[config.mk]
export PLATFORM = sky130hd
export DESIGN_NAME = led_strip_chase_pattern_top_flat
export DESIGN_NICKNAME = d
export VERILOG_FILES = /design/src/sv/lscp_pkg.sv /design/src/sv/lscp_in_if.sv /design/src/sv/lscp_out_if.sv /design/src/sv/led_strip_chase_pattern_top.sv /design/src/sv/lscp_front.sv /design/src/sv/lscp_queue.sv /design/src/sv/lscp_back.sv /design/src/flat_wrapper.sv
export SDC_FILE = /design/constraint.sdc
export NUM_CORES = 2
export LEC_CHECK = 0
export BUFFER_PORTS_ARGS = -buffer_cell sky130_fd_sc_hd__buf_2
export CAP_MARGIN = 0
export CORE_ASPECT_RATIO = 0.9
export CORE_MARGIN = 8
export CORE_UTILIZATION = 40
export CTS_CLUSTER_SIZE = 24
export DETAILED_ROUTE_END_ITERATION = 8
export GPL_TIMING_DRIVEN = 1
export PLACE_DENSITY_LB_ADDON = 0.15
export SLEW_MARGIN = 20
export SYNTH_ARGS = -nofsm -noshare
export SYNTH_HDL_FRONTEND = slang
export SYNTH_HIERARCHICAL = 1
export SYNTH_SLANG_ARGS = --single-unit
[constraint.sdc]
create_clock -name clk -period 15.4 [get_ports clk]
set_input_delay 2.31 -clock clk [delete_from_list [all_inputs] [get_ports clk]]
set_output_delay 2.31 -clock clk [all_outputs]
set_load 0.05 [all_outputs]
[src/sv/lscp_pkg.sv]
// Shared types, constants and helper functions of the LED strip chase pattern block.
package lscp_pkg;

	// Field widths of the input and result words.
	localparam int SID_W  = 6;
	localparam int IDX_W  = 8;
	localparam int MODE_W = 4;
	localparam int CNT_W  = 8;
	localparam int COL_W  = 8;
	localparam int LVL_W  = 16;
	localparam int CN_W   = 8;
	localparam int PHASE_W = 2;

	// Default number of strips that keep a chase phase.
	localparam int NUM_STRIPS_DEF = 64;

	// Depth of the queue between the front and the back.
	localparam int QUEUE_DEPTH = 4;

	// Level bar scaling: half the bar is level * count / 200, done as a reciprocal multiply.
	localparam int LEVEL_SCALE = 100;
	localparam int PROD_W      = LVL_W + CNT_W;
	localparam int RECIP_W     = 25;
	localparam int RECIP_SHIFT = 31;
	localparam logic [RECIP_W-1:0] RECIP_SCALE =
		RECIP_W'(((64'd1 << RECIP_SHIFT) + 64'(LEVEL_SCALE) - 64'd1) / 64'(LEVEL_SCALE));
	localparam int WIDE_W = PROD_W + RECIP_W;
	localparam int HALF_W = WIDE_W - (RECIP_SHIFT + 1);

	// Mode codes.
	localparam logic [MODE_W-1:0] MODE_STATIC    = 4'd0;
	localparam logic [MODE_W-1:0] MODE_FWD       = 4'd1;
	localparam logic [MODE_W-1:0] MODE_BACK      = 4'd2;
	localparam logic [MODE_W-1:0] MODE_TO_CTR    = 4'd3;
	localparam logic [MODE_W-1:0] MODE_FROM_CTR  = 4'd4;
	localparam logic [MODE_W-1:0] MODE_GAS       = 4'd5;
	localparam logic [MODE_W-1:0] MODE_PULSE     = 4'd6;
	localparam logic [MODE_W-1:0] MODE_LEVEL     = 4'd7;

	// Control numbers whose alarm colour is red; every other number gets green.
	localparam logic [CN_W-1:0] CN_RED_A = 8'd108;
	localparam logic [CN_W-1:0] CN_RED_B = 8'd109;
	localparam logic [CN_W-1:0] CN_RED_C = 8'd112;
	localparam logic [CN_W-1:0] CN_RED_D = 8'd113;
	localparam logic [CN_W-1:0] CN_RED_E = 8'd114;
	localparam logic [CN_W-1:0] CN_RED_F = 8'd115;
	localparam logic [CN_W-1:0] CN_RED_G = 8'd124;
	localparam logic [CN_W-1:0] CN_RED_H = 8'd125;

	// Pixels of the level bar drawn in yellow.
	localparam logic [IDX_W-1:0] YELLOW_FIRST = 8'd8;
	localparam logic [IDX_W-1:0] YELLOW_LAST  = 8'd11;

	localparam logic [COL_W-1:0] COL_FULL = 8'd255;
	localparam logic [COL_W-1:0] COL_NONE = 8'd0;

	// One input word: one pixel of one strip.
	typedef struct packed {
		logic [SID_W-1:0]  strip_id;
		logic [IDX_W-1:0]  pixel_index;
		logic              end_of_strip;
		logic [MODE_W-1:0] mode;
		logic [CNT_W-1:0]  pixel_count;
		logic [COL_W-1:0]  base_red;
		logic [COL_W-1:0]  base_green;
		logic [COL_W-1:0]  base_blue;
		logic              switch_on;
		logic [LVL_W-1:0]  level_value;
		logic              force_alarm;
		logic [CN_W-1:0]   control_number;
	} in_word_t;

	// One result word: the colour of one pixel.
	typedef struct packed {
		logic [COL_W-1:0] out_red;
		logic [COL_W-1:0] out_green;
		logic [COL_W-1:0] out_blue;
		logic [IDX_W-1:0] out_index;
		logic             out_last;
	} out_word_t;

	// A classified pixel as it waits in the queue for the phase lookup.
	typedef struct packed {
		logic [SID_W-1:0]   sid;
		logic               upd;
		logic               dir_back;
		logic               fixed;
		logic               lit_fixed;
		logic [PHASE_W-1:0] target;
		logic [COL_W-1:0]   red;
		logic [COL_W-1:0]   green;
		logic [COL_W-1:0]   blue;
		logic [IDX_W-1:0]   idx;
		logic               last;
	} entry_t;

	// True when the control number selects the red alarm colour.
	function automatic logic alarm_is_red(input logic [CN_W-1:0] cn);
		return (cn == CN_RED_A) || (cn == CN_RED_B) || (cn == CN_RED_C) || (cn == CN_RED_D) ||
			(cn == CN_RED_E) || (cn == CN_RED_F) || (cn == CN_RED_G) || (cn == CN_RED_H);
	endfunction

	// Index modulo 3: base-4 digits sum to the same residue since 4 is 1 mod 3.
	function automatic logic [PHASE_W-1:0] mod3(input logic [IDX_W-1:0] v);
		logic [3:0] s_a;
		logic [2:0] s_b;
		logic [PHASE_W-1:0] r;
		s_a = 4'(v[1:0]) + 4'(v[3:2]) + 4'(v[5:4]) + 4'(v[7:6]);
		s_b = 3'(s_a[1:0]) + 3'(s_a[3:2]);
		case (s_b)
			3'd0, 3'd3, 3'd6: r = 2'd0;
			3'd1, 3'd4:       r = 2'd1;
			3'd2, 3'd5:       r = 2'd2;
			default:          r = 2'd0;
		endcase
		return r;
	endfunction

endpackage

[src/sv/lscp_in_if.sv]
// Input channel: one pixel word with a valid/ready handshake.
interface lscp_in_if;
	import lscp_pkg::*;

	logic     valid;
	logic     ready;
	in_word_t data;

	modport source(output valid, output data, input ready);
	modport sink(input valid, input data, output ready);
endinterface

[src/sv/lscp_out_if.sv]
// Output channel: one pixel colour word with a valid/ready handshake.
interface lscp_out_if;
	import lscp_pkg::*;

	logic      valid;
	logic      ready;
	out_word_t data;

	modport source(output valid, output data, input ready);
	modport sink(input valid, input data, output ready);
endinterface

[src/sv/led_strip_chase_pattern_top.sv]
// A word passes through front stages 1 and 2, the queue, the lookup stage and the output register.
// Throughput: one word per cycle while the output takes results; back-pressure holds the back, queue and front.
// Gas words and pulse words with the switch on leave no result and take no queue slot.
// Reset clears all control state; every strip's chase phase reads as zero after reset
// through per-strip written flags, so no clearing pass is needed.
module led_strip_chase_pattern_top #(
	parameter int NUM_STRIPS = lscp_pkg::NUM_STRIPS_DEF
) (
	input logic        clk,
	input logic        arst_n,
	lscp_in_if.sink    pix_in,
	lscp_out_if.source pix_out
);
	import lscp_pkg::*;

	logic   push, full, pop, not_empty;
	entry_t push_ent, head_ent;

	// Front: accept and classify.
	lscp_front u_front (
		.clk      (clk),
		.arst_n   (arst_n),
		.pix_in   (pix_in),
		.push     (push),
		.push_ent (push_ent),
		.full     (full)
	);

	// Queue between the two parts.
	lscp_queue u_queue (
		.clk       (clk),
		.arst_n    (arst_n),
		.push      (push),
		.push_ent  (push_ent),
		.full      (full),
		.pop       (pop),
		.head_ent  (head_ent),
		.not_empty (not_empty)
	);

	// Back: phase lookup, phase update and result word.
	lscp_back #(
		.NUM_STRIPS (NUM_STRIPS)
	) u_back (
		.clk       (clk),
		.arst_n    (arst_n),
		.head_ent  (head_ent),
		.not_empty (not_empty),
		.pop       (pop),
		.pix_out   (pix_out)
	);

endmodule

[src/sv/lscp_front.sv]
// Front part: accepts pixel words, scales the level bar and classifies each word.
module lscp_front (
	input  logic             clk,
	input  logic             arst_n,
	lscp_in_if.sink          pix_in,
	output logic             push,
	output lscp_pkg::entry_t push_ent,
	input  logic             full
);
	import lscp_pkg::*;

	logic              v_s1_q, v_s2_q;
	in_word_t          w_s1, w_s2;
	logic [PROD_W-1:0] prod_s1;
	logic [HALF_W-1:0] half_s2;
	logic [WIDE_W-1:0] wide;
	logic              adv;
	logic              emit;

	// The whole front moves when its last stage can leave.
	assign adv = !v_s2_q || !emit || !full;
	assign pix_in.ready = adv;
	assign push = v_s2_q && emit && !full;

	always_ff @(posedge clk or negedge arst_n) begin
		if (!arst_n) begin
			v_s1_q <= 1'b0;
			v_s2_q <= 1'b0;
		end else if (adv) begin
			v_s1_q <= pix_in.valid;
			v_s2_q <= v_s1_q;
		end
	end

	// Stage 1 forms level * count; stage 2 divides it by two hundred.
	assign wide = WIDE_W'(prod_s1) * WIDE_W'(RECIP_SCALE);

	always_ff @(posedge clk) begin
		if (adv) begin
			w_s1    <= pix_in.data;
			prod_s1 <= PROD_W'(pix_in.data.level_value) * PROD_W'(pix_in.data.pixel_count);
			w_s2    <= w_s1;
			half_s2 <= wide[WIDE_W-1 -: HALF_W];
		end
	end

	// Classification of the word in stage 2.
	logic [COL_W-1:0]   lit_r, lit_g, lit_b;
	logic [PHASE_W-1:0] idx_r, tgt_fwd;
	logic               lower_half, on_bar, yellow;
	logic [CNT_W-1:0]   half_cnt;
	logic [IDX_W-1:0]   tail_len;
	entry_t             ent;

	always_comb begin
		// Lit colour: base colour, or the alarm colour when forced.
		if (w_s2.force_alarm) begin
			lit_r = alarm_is_red(w_s2.control_number) ? COL_FULL : COL_NONE;
			lit_g = alarm_is_red(w_s2.control_number) ? COL_NONE : COL_FULL;
			lit_b = COL_NONE;
		end else begin
			lit_r = w_s2.base_red;
			lit_g = w_s2.base_green;
			lit_b = w_s2.base_blue;
		end

		idx_r      = mod3(w_s2.pixel_index);
		tgt_fwd    = (idx_r == 2'd0) ? 2'd0 : (2'd3 - idx_r);
		half_cnt   = w_s2.pixel_count >> 1;
		lower_half = w_s2.pixel_index < half_cnt;

		// Level bar grows from both ends; past the end the distance is negative and lit.
		tail_len = w_s2.pixel_count - w_s2.pixel_index;
		if (lower_half)
			on_bar = HALF_W'(w_s2.pixel_index) < half_s2;
		else if (w_s2.pixel_count < w_s2.pixel_index)
			on_bar = 1'b1;
		else
			on_bar = HALF_W'(tail_len) < half_s2;
		yellow = (w_s2.pixel_index >= YELLOW_FIRST) && (w_s2.pixel_index <= YELLOW_LAST);

		ent.sid       = w_s2.strip_id;
		ent.upd       = 1'b0;
		ent.dir_back  = 1'b0;
		ent.fixed     = 1'b1;
		ent.lit_fixed = 1'b1;
		ent.target    = tgt_fwd;
		ent.red       = lit_r;
		ent.green     = lit_g;
		ent.blue      = lit_b;
		ent.idx       = w_s2.pixel_index;
		ent.last      = w_s2.end_of_strip;
		emit          = 1'b1;

		case (w_s2.mode)
			MODE_GAS: begin
				emit = 1'b0;
			end
			MODE_LEVEL: begin
				ent.lit_fixed = on_bar;
				ent.red       = yellow ? COL_FULL : w_s2.base_red;
				ent.green     = yellow ? COL_FULL : w_s2.base_green;
				ent.blue      = yellow ? COL_NONE : w_s2.base_blue;
			end
			MODE_PULSE: begin
				emit          = !w_s2.switch_on;
				ent.lit_fixed = w_s2.force_alarm;
			end
			MODE_FWD, MODE_BACK: begin
				if (w_s2.switch_on) begin
					ent.fixed    = 1'b0;
					ent.upd      = w_s2.end_of_strip;
					ent.dir_back = (w_s2.mode == MODE_BACK);
				end else begin
					ent.lit_fixed = w_s2.force_alarm;
				end
			end
			MODE_TO_CTR, MODE_FROM_CTR: begin
				if (w_s2.switch_on) begin
					ent.fixed    = 1'b0;
					ent.upd      = w_s2.end_of_strip;
					ent.dir_back = (w_s2.mode == MODE_FROM_CTR);
					ent.target   = lower_half ? tgt_fwd : idx_r;
				end else begin
					ent.lit_fixed = w_s2.force_alarm;
				end
			end
			default: begin
				// Static and the remaining modes light every pixel while on or while an alarm is forced.
				ent.lit_fixed = w_s2.switch_on || w_s2.force_alarm;
			end
		endcase
	end

	assign push_ent = ent;

endmodule

[src/sv/lscp_queue.sv]
// Short queue of classified pixels between the front and the back.
module lscp_queue (
	input  logic             clk,
	input  logic             arst_n,
	input  logic             push,
	input  lscp_pkg::entry_t push_ent,
	output logic             full,
	input  logic             pop,
	output lscp_pkg::entry_t head_ent,
	output logic             not_empty
);
	import lscp_pkg::*;

	localparam int PTR_W = (QUEUE_DEPTH > 1) ? $clog2(QUEUE_DEPTH) : 1;
	localparam int CNT_W_Q = $clog2(QUEUE_DEPTH + 1);

	entry_t             ent_q [QUEUE_DEPTH];
	logic [PTR_W-1:0]   wr_ptr_q, rd_ptr_q;
	logic [CNT_W_Q-1:0] cnt_q;

	assign full      = (cnt_q == CNT_W_Q'(QUEUE_DEPTH));
	assign not_empty = (cnt_q != '0);
	assign head_ent  = ent_q[rd_ptr_q];

	// Pointers wrap at the queue depth.
	always_ff @(posedge clk or negedge arst_n) begin
		if (!arst_n) begin
			wr_ptr_q <= '0;
			rd_ptr_q <= '0;
			cnt_q    <= '0;
		end else begin
			if (push)
				wr_ptr_q <= (wr_ptr_q == PTR_W'(QUEUE_DEPTH - 1)) ? '0 : wr_ptr_q + 1'b1;
			if (pop)
				rd_ptr_q <= (rd_ptr_q == PTR_W'(QUEUE_DEPTH - 1)) ? '0 : rd_ptr_q + 1'b1;
			if (push && !pop)
				cnt_q <= cnt_q + 1'b1;
			else if (pop && !push)
				cnt_q <= cnt_q - 1'b1;
		end
	end

	// Entry storage.
	always_ff @(posedge clk) begin
		if (push)
			ent_q[wr_ptr_q] <= push_ent;
	end

endmodule

[src/sv/lscp_back.sv]
// Back part: looks up and updates the per-strip chase phase and drives the result word.
module lscp_back #(
	parameter int NUM_STRIPS = lscp_pkg::NUM_STRIPS_DEF
) (
	input  logic             clk,
	input  logic             arst_n,
	input  lscp_pkg::entry_t head_ent,
	input  logic             not_empty,
	output logic             pop,
	lscp_out_if.source       pix_out
);
	import lscp_pkg::*;

	localparam int ID_SPACE = 2 ** SID_W;
	localparam int DEPTH    = (NUM_STRIPS < ID_SPACE) ? NUM_STRIPS : ID_SPACE;
	localparam int AW       = (DEPTH > 1) ? $clog2(DEPTH) : 1;

	logic [PHASE_W-1:0] phase_mem [DEPTH];
	logic [DEPTH-1:0]   written_q;

	entry_t             ent_s3;
	logic               v_s3_q;
	logic [PHASE_W-1:0] rd_s3;
	logic               rv_s3;
	logic               vid_s3;

	logic [SID_W-1:0]   byp_sid_q;
	logic [PHASE_W-1:0] byp_val_q;
	logic               byp_v_q;

	out_word_t          out_q;
	logic               out_v_q;

	logic               go;
	logic               wr;
	logic               lit;
	logic [PHASE_W-1:0] phase, phase_nxt;
	logic [AW-1:0]      rd_addr, wr_addr;
	logic               head_vid;

	// Handshake: the output register frees the lookup stage, which frees the queue.
	assign go  = !out_v_q || pix_out.ready;
	assign pop = not_empty && (!v_s3_q || go);

	assign rd_addr  = head_ent.sid[AW-1:0];
	assign wr_addr  = ent_s3.sid[AW-1:0];
	assign head_vid = 32'(head_ent.sid) < NUM_STRIPS;

	// Phase of the strip: the latest write wins over the registered read.
	always_comb begin
		if (!vid_s3)
			phase = '0;
		else if (byp_v_q && (byp_sid_q == ent_s3.sid))
			phase = byp_val_q;
		else if (rv_s3)
			phase = rd_s3;
		else
			phase = '0;
		lit = ent_s3.fixed ? ent_s3.lit_fixed : (phase == ent_s3.target);
		if (ent_s3.dir_back)
			phase_nxt = (phase == 2'd0) ? 2'd2 : phase - 2'd1;
		else
			phase_nxt = (phase == 2'd2) ? 2'd0 : phase + 2'd1;
	end

	assign wr = v_s3_q && go && ent_s3.upd && vid_s3;

	// Phase memory: one read and one write port.
	always_ff @(posedge clk) begin
		if (wr)
			phase_mem[wr_addr] <= phase_nxt;
		if (pop)
			rd_s3 <= phase_mem[rd_addr];
	end

	// Control state: written flags, lookup stage valid, bypass and output valid.
	always_ff @(posedge clk or negedge arst_n) begin
		if (!arst_n) begin
			written_q <= '0;
			v_s3_q    <= 1'b0;
			byp_v_q   <= 1'b0;
			out_v_q   <= 1'b0;
		end else begin
			if (wr) begin
				written_q[wr_addr] <= 1'b1;
				byp_v_q            <= 1'b1;
			end
			if (pop)
				v_s3_q <= 1'b1;
			else if (go)
				v_s3_q <= 1'b0;
			if (go)
				out_v_q <= v_s3_q;
		end
	end

	// Payload registers.
	always_ff @(posedge clk) begin
		if (pop) begin
			ent_s3 <= head_ent;
			vid_s3 <= head_vid;
			rv_s3  <= head_vid && written_q[rd_addr];
		end
		if (wr) begin
			byp_sid_q <= ent_s3.sid;
			byp_val_q <= phase_nxt;
		end
		if (go && v_s3_q) begin
			out_q.out_red   <= lit ? ent_s3.red : COL_NONE;
			out_q.out_green <= lit ? ent_s3.green : COL_NONE;
			out_q.out_blue  <= lit ? ent_s3.blue : COL_NONE;
			out_q.out_index <= ent_s3.idx;
			out_q.out_last  <= ent_s3.last;
		end
	end

	assign pix_out.valid = out_v_q;
	assign pix_out.data  = out_q;

endmodule
[src/flat_wrapper.sv]
// flat-port wrapper written by rule: the top's interface ports become plain ports
module led_strip_chase_pattern_top_flat import lscp_pkg::*;
#(
	parameter int NUM_STRIPS = lscp_pkg::NUM_STRIPS_DEF
)
  (clk, arst_n, pix_in_valid, pix_in_data, pix_in_ready, pix_out_valid, pix_out_data, pix_out_ready);
  lscp_in_if pix_in_i ();
  lscp_out_if pix_out_i ();
  input logic clk;
  input logic arst_n;
  input wire logic [$bits(pix_in_i.valid)-1:0] pix_in_valid;
  input wire logic [$bits(pix_in_i.data)-1:0] pix_in_data;
  output wire logic [$bits(pix_in_i.ready)-1:0] pix_in_ready;
  output wire logic [$bits(pix_out_i.valid)-1:0] pix_out_valid;
  output wire logic [$bits(pix_out_i.data)-1:0] pix_out_data;
  input wire logic [$bits(pix_out_i.ready)-1:0] pix_out_ready;
  assign pix_in_i.valid = pix_in_valid;
  assign pix_in_i.data = pix_in_data;
  assign pix_in_ready = pix_in_i.ready;
  assign pix_out_valid = pix_out_i.valid;
  assign pix_out_data = pix_out_i.data;
  assign pix_out_i.ready = pix_out_ready;
  led_strip_chase_pattern_top #(.NUM_STRIPS(NUM_STRIPS)) u_core (.clk(clk), .arst_n(arst_n), .pix_in(pix_in_i), .pix_out(pix_out_i));
endmodule
==> results.json <==
{
  "worst_clock_skew_ps": 24.4,
  "final_common_cell": "edfxtp_1",
  "clkSinkCount": 634,
  "chipHeight_um": 310,
  "antenna_found_initial": 1,
  "cp_slowest_cell": "edfxtp_1",
  "std_cell_rows": 107,
  "clkSlewWorstSetupHoldPaths_ps": 60,
  "dr.max_layer_used": "met4",
  "routedWlPerCell_um": 19.8,
  "fill_cells": 8563,
  "synthCells": 2744,
  "place_congestion": 0.828,
  "clockBufferDepth": 3,
  "grt_max_degree": 129,
  "antenna_cells": 0,
  "route.met2.wl_um": 40400,
  "dpl.hpwl_um": 60800,
  "syn2layout_area_growth_pct": 11.0,
  "routed_wl_um": 82500,
  "hold_viol_final": 0,
  "timing.hold.ws_ps": 402,
  "cts_setup_buffers": 0,
  "grt_first_pass_wirelength_um": 131000,
  "dieArea_um2": 106000,
  "grt.overflow.total": 0,
  "status": "completed",
  "drive_gt1_frac": 0.146,
  "drv_cap": 0,
  "crit_type": "reg2reg",
  "synthesis.area_um2": 38300,
  "worst_slack_ps": 7890,
  "slew_headroom": 0.281,
  "async_flop_share": 0.120,
  "drc_errors": 0,
  "first_iter_violations": 1073,
  "cts_root_buf": "clkbuf_16",
  "drt-vias-per-instance": 5.04,
  "wl_met1_um": 37400,
  "tightest_slew_ps": 1080,
  "finalCritPeriodShare": 0.487,
  "yosys.area.top_type": "edfxtp_1",
  "vias": 21000,
  "synth_warnings": 6,
  "final_cell_mix": "edfxtp_1, inv_1, ha_1",
  "place_ws_ps": 7870,
  "hold_buffers": 0,
  "fin_crit_ps": 7510,
  "port_buffers": 114,
  "yosysSeqAreaShare": 0.487,
  "ys.flop_type": "edfxtp_1",
  "slowest_delay_ps": 660,
  "io_pins": 116,
  "synth.top_cells.by_area": "edfxtp_1, fa_1, ha_1, mux4_2, dfrtp_1",
  "setup.worst_path.end_class": "flop",
  "synth_cell_types": 71,
  "start_util": 0.404,
  "clk_latency_ps": 610,
  "fmax_mhz": 133,
  "crit_buf_inv": 6,
  "critPathMaxFanout": 8,
  "synth_nets": 3449,
  "synth_edf_count": 558,
  "dieWidth_um": 342,
  "grt_pass1_vias": 23200,
  "multi_input_area_um2": 17500,
  "cp_top_family": "adder cells",
  "antenna_left": 0,
  "setup_viol": 0,
  "avgSynthCellArea_um2": 14.0,
  "worstPathCellList": "inv_1 > fa_1 > inv_1 > fa_1 > inv_1 > fa_1 > inv_1 > fa_1 > fa_1 > fa_1 > inv_1 > fa_1 > inv_1 > ha_1 > a21o_1 > a21o_1 > a21oi_1 > o211ai_1 > a2111oi_4 > o31ai_4 > a21oi_2 > o21bai_1 > xor2_1",
  "regArea_um2": 18700,
  "final_max_slew_viol_count": 0,
  "critical_path.startpoint_type": "flop",
  "coreArea_um2": 94800,
  "fin_setup_tns_ps": 0,
  "post_cts_resize_count": 0,
  "finalNonFillerCells": 4174,
  "firstDrtPassIters": 5,
  "htreeDepth": 3,
  "crit_required_ps": 15730,
  "rsz0062_at_grt": "no",
  "dr_wl_met3_um": 3040,
  "placedCellCount": 4046,
  "cpMostUsedCell": "fa_1",
  "worstPathArrival_ps": 7840,
  "ys_ff_latch": 634,
  "cts_buffers": 69,
  "nNetsFinal": 3569,
  "grt_usage": 0.158,
  "cts_tree": "yes",
  "hold_class": "reg2reg",
  "netlist.area_leader.share": 0.437
}
==> area by class of cell <==
class / instances / area share
clock buffers: 97 / 0.0455
clock inverters: 31 / 0.00998
inverters: 470 / 0.0415
multi-input cells: 1559 / 0.411
flip-flops and latches: 634 / 0.439
well taps: 1253 / 0.0369
repair buffers: 130 / 0.0166
==> cells by family (layout without fill, tap and decap cells) <==
| kind of cell | after synthesis | count (layout) | synth area share |
|---|---|---|---|
| adder cells (fa/ha/maj) | 624 | 624 | 0.261 |
| XOR/XNOR | 56 | 56 | 0.0128 |
| buffers and inverters | 551 | 728 | 0.0587 |
| AND/OR/NAND/NOR | 500 | 500 | 0.0648 |
| multiplexers | 117 | 117 | 0.0630 |
| flip-flops | 634 | 634 | 0.487 |
| AO/OA/AOI/OAI | 262 | 262 | 0.0528 |
==> worst paths after layout <==
path / cells after the start / from / endpoint / slack (ps)
max: 23 / u_core/u_front/prod_s1[7] / u_core/u_front/half_s2[11] / 7890
min reg2reg: 0 / u_core/u_front/w_s1[33] / u_core/u_front/w_s2[33] / 400
max reg2reg: 23 / u_core/u_front/prod_s1[7] / u_core/u_front/half_s2[11] / 7890
min: 0 / u_core/u_front/w_s1[33] / u_core/u_front/w_s2[33] / 400
min in group asynchronous: 1 / arst_n / u_core/u_back/written_q[32] / 1590
max in group asynchronous: 2 / arst_n / u_core/u_queue/rd_ptr_q[0] / 12690
==> state kept, by name (all words and copies together) (netlist names), 17 cells and up <==
signal                      cells
u_core/u_front/w_s2            38
u_core/u_back/pix_out.data     33
u_core/u_front/prod_s1         24
u_core/u_queue/ent_q          180
u_core/u_back/phase_mem       128
u_core/u_front/half_s2         17
u_core/u_front/w_s1            60
u_core/u_back/ent_s3           39
u_core/u_back/written_q        64
==> per-layer routing <==
metal  vias up  global-route usage
li1       9744                   -
met1     10800               0.213
met2       360               0.269
met3        90              0.0224
met4         0              0.0384
met5         -                   0
==> per-stage QoR <==
| step | util | area (um^2) |
|---|---|---|
| 6_report | 0.449 | 42500 |
| 3_3_place_gp | 0.424 | 40200 |
| 4_1_cts | 0.449 | 42500 |
| 2_1_floorplan | - | 38300 |
| 3_5_place_dp | 0.424 | 40200 |
| 5_1_grt | 0.449 | 42500 |
==> worst reg2reg max path, cell delays in order (launching register included) <==
cell and delay, ps:
edfxtp_1 660, inv_1 180, fa_1 530, inv_1 80, fa_1 550, inv_1 60, fa_1 560, inv_1 70
fa_1 520, fa_1 470, fa_1 570, inv_1 60, fa_1 520, inv_1 40, ha_1 200, a21o_1 180
a21o_1 170, a21oi_1 430, o211ai_1 260, a2111oi_4 520, o31ai_4 170, a21oi_2 200, o21bai_1 90, xor2_1 140
==> synth_stat cells (18+ instances only) <==
cell type	number
edfxtp_1	558
inv_1	470
ha_1	332
fa_1	292
nand2_1	149
nor2_1	117
mux4_2	99
dfrtp_1	76
and2_1	73
a21oi_1	60
o21bai_1	39
clkbuf_1	36
or2_2	36
xnor2_1	36
a21o_1	33
o21ai_0	24
buf_4	23
o41ai_2	21
xor2_1	20
nand4_1	19
nor2b_1	19
nand3_1	18
Power is left out: the tool's default activity adds up to more than one toggle a clock period on the data nets, which glitch-free logic cannot reach.
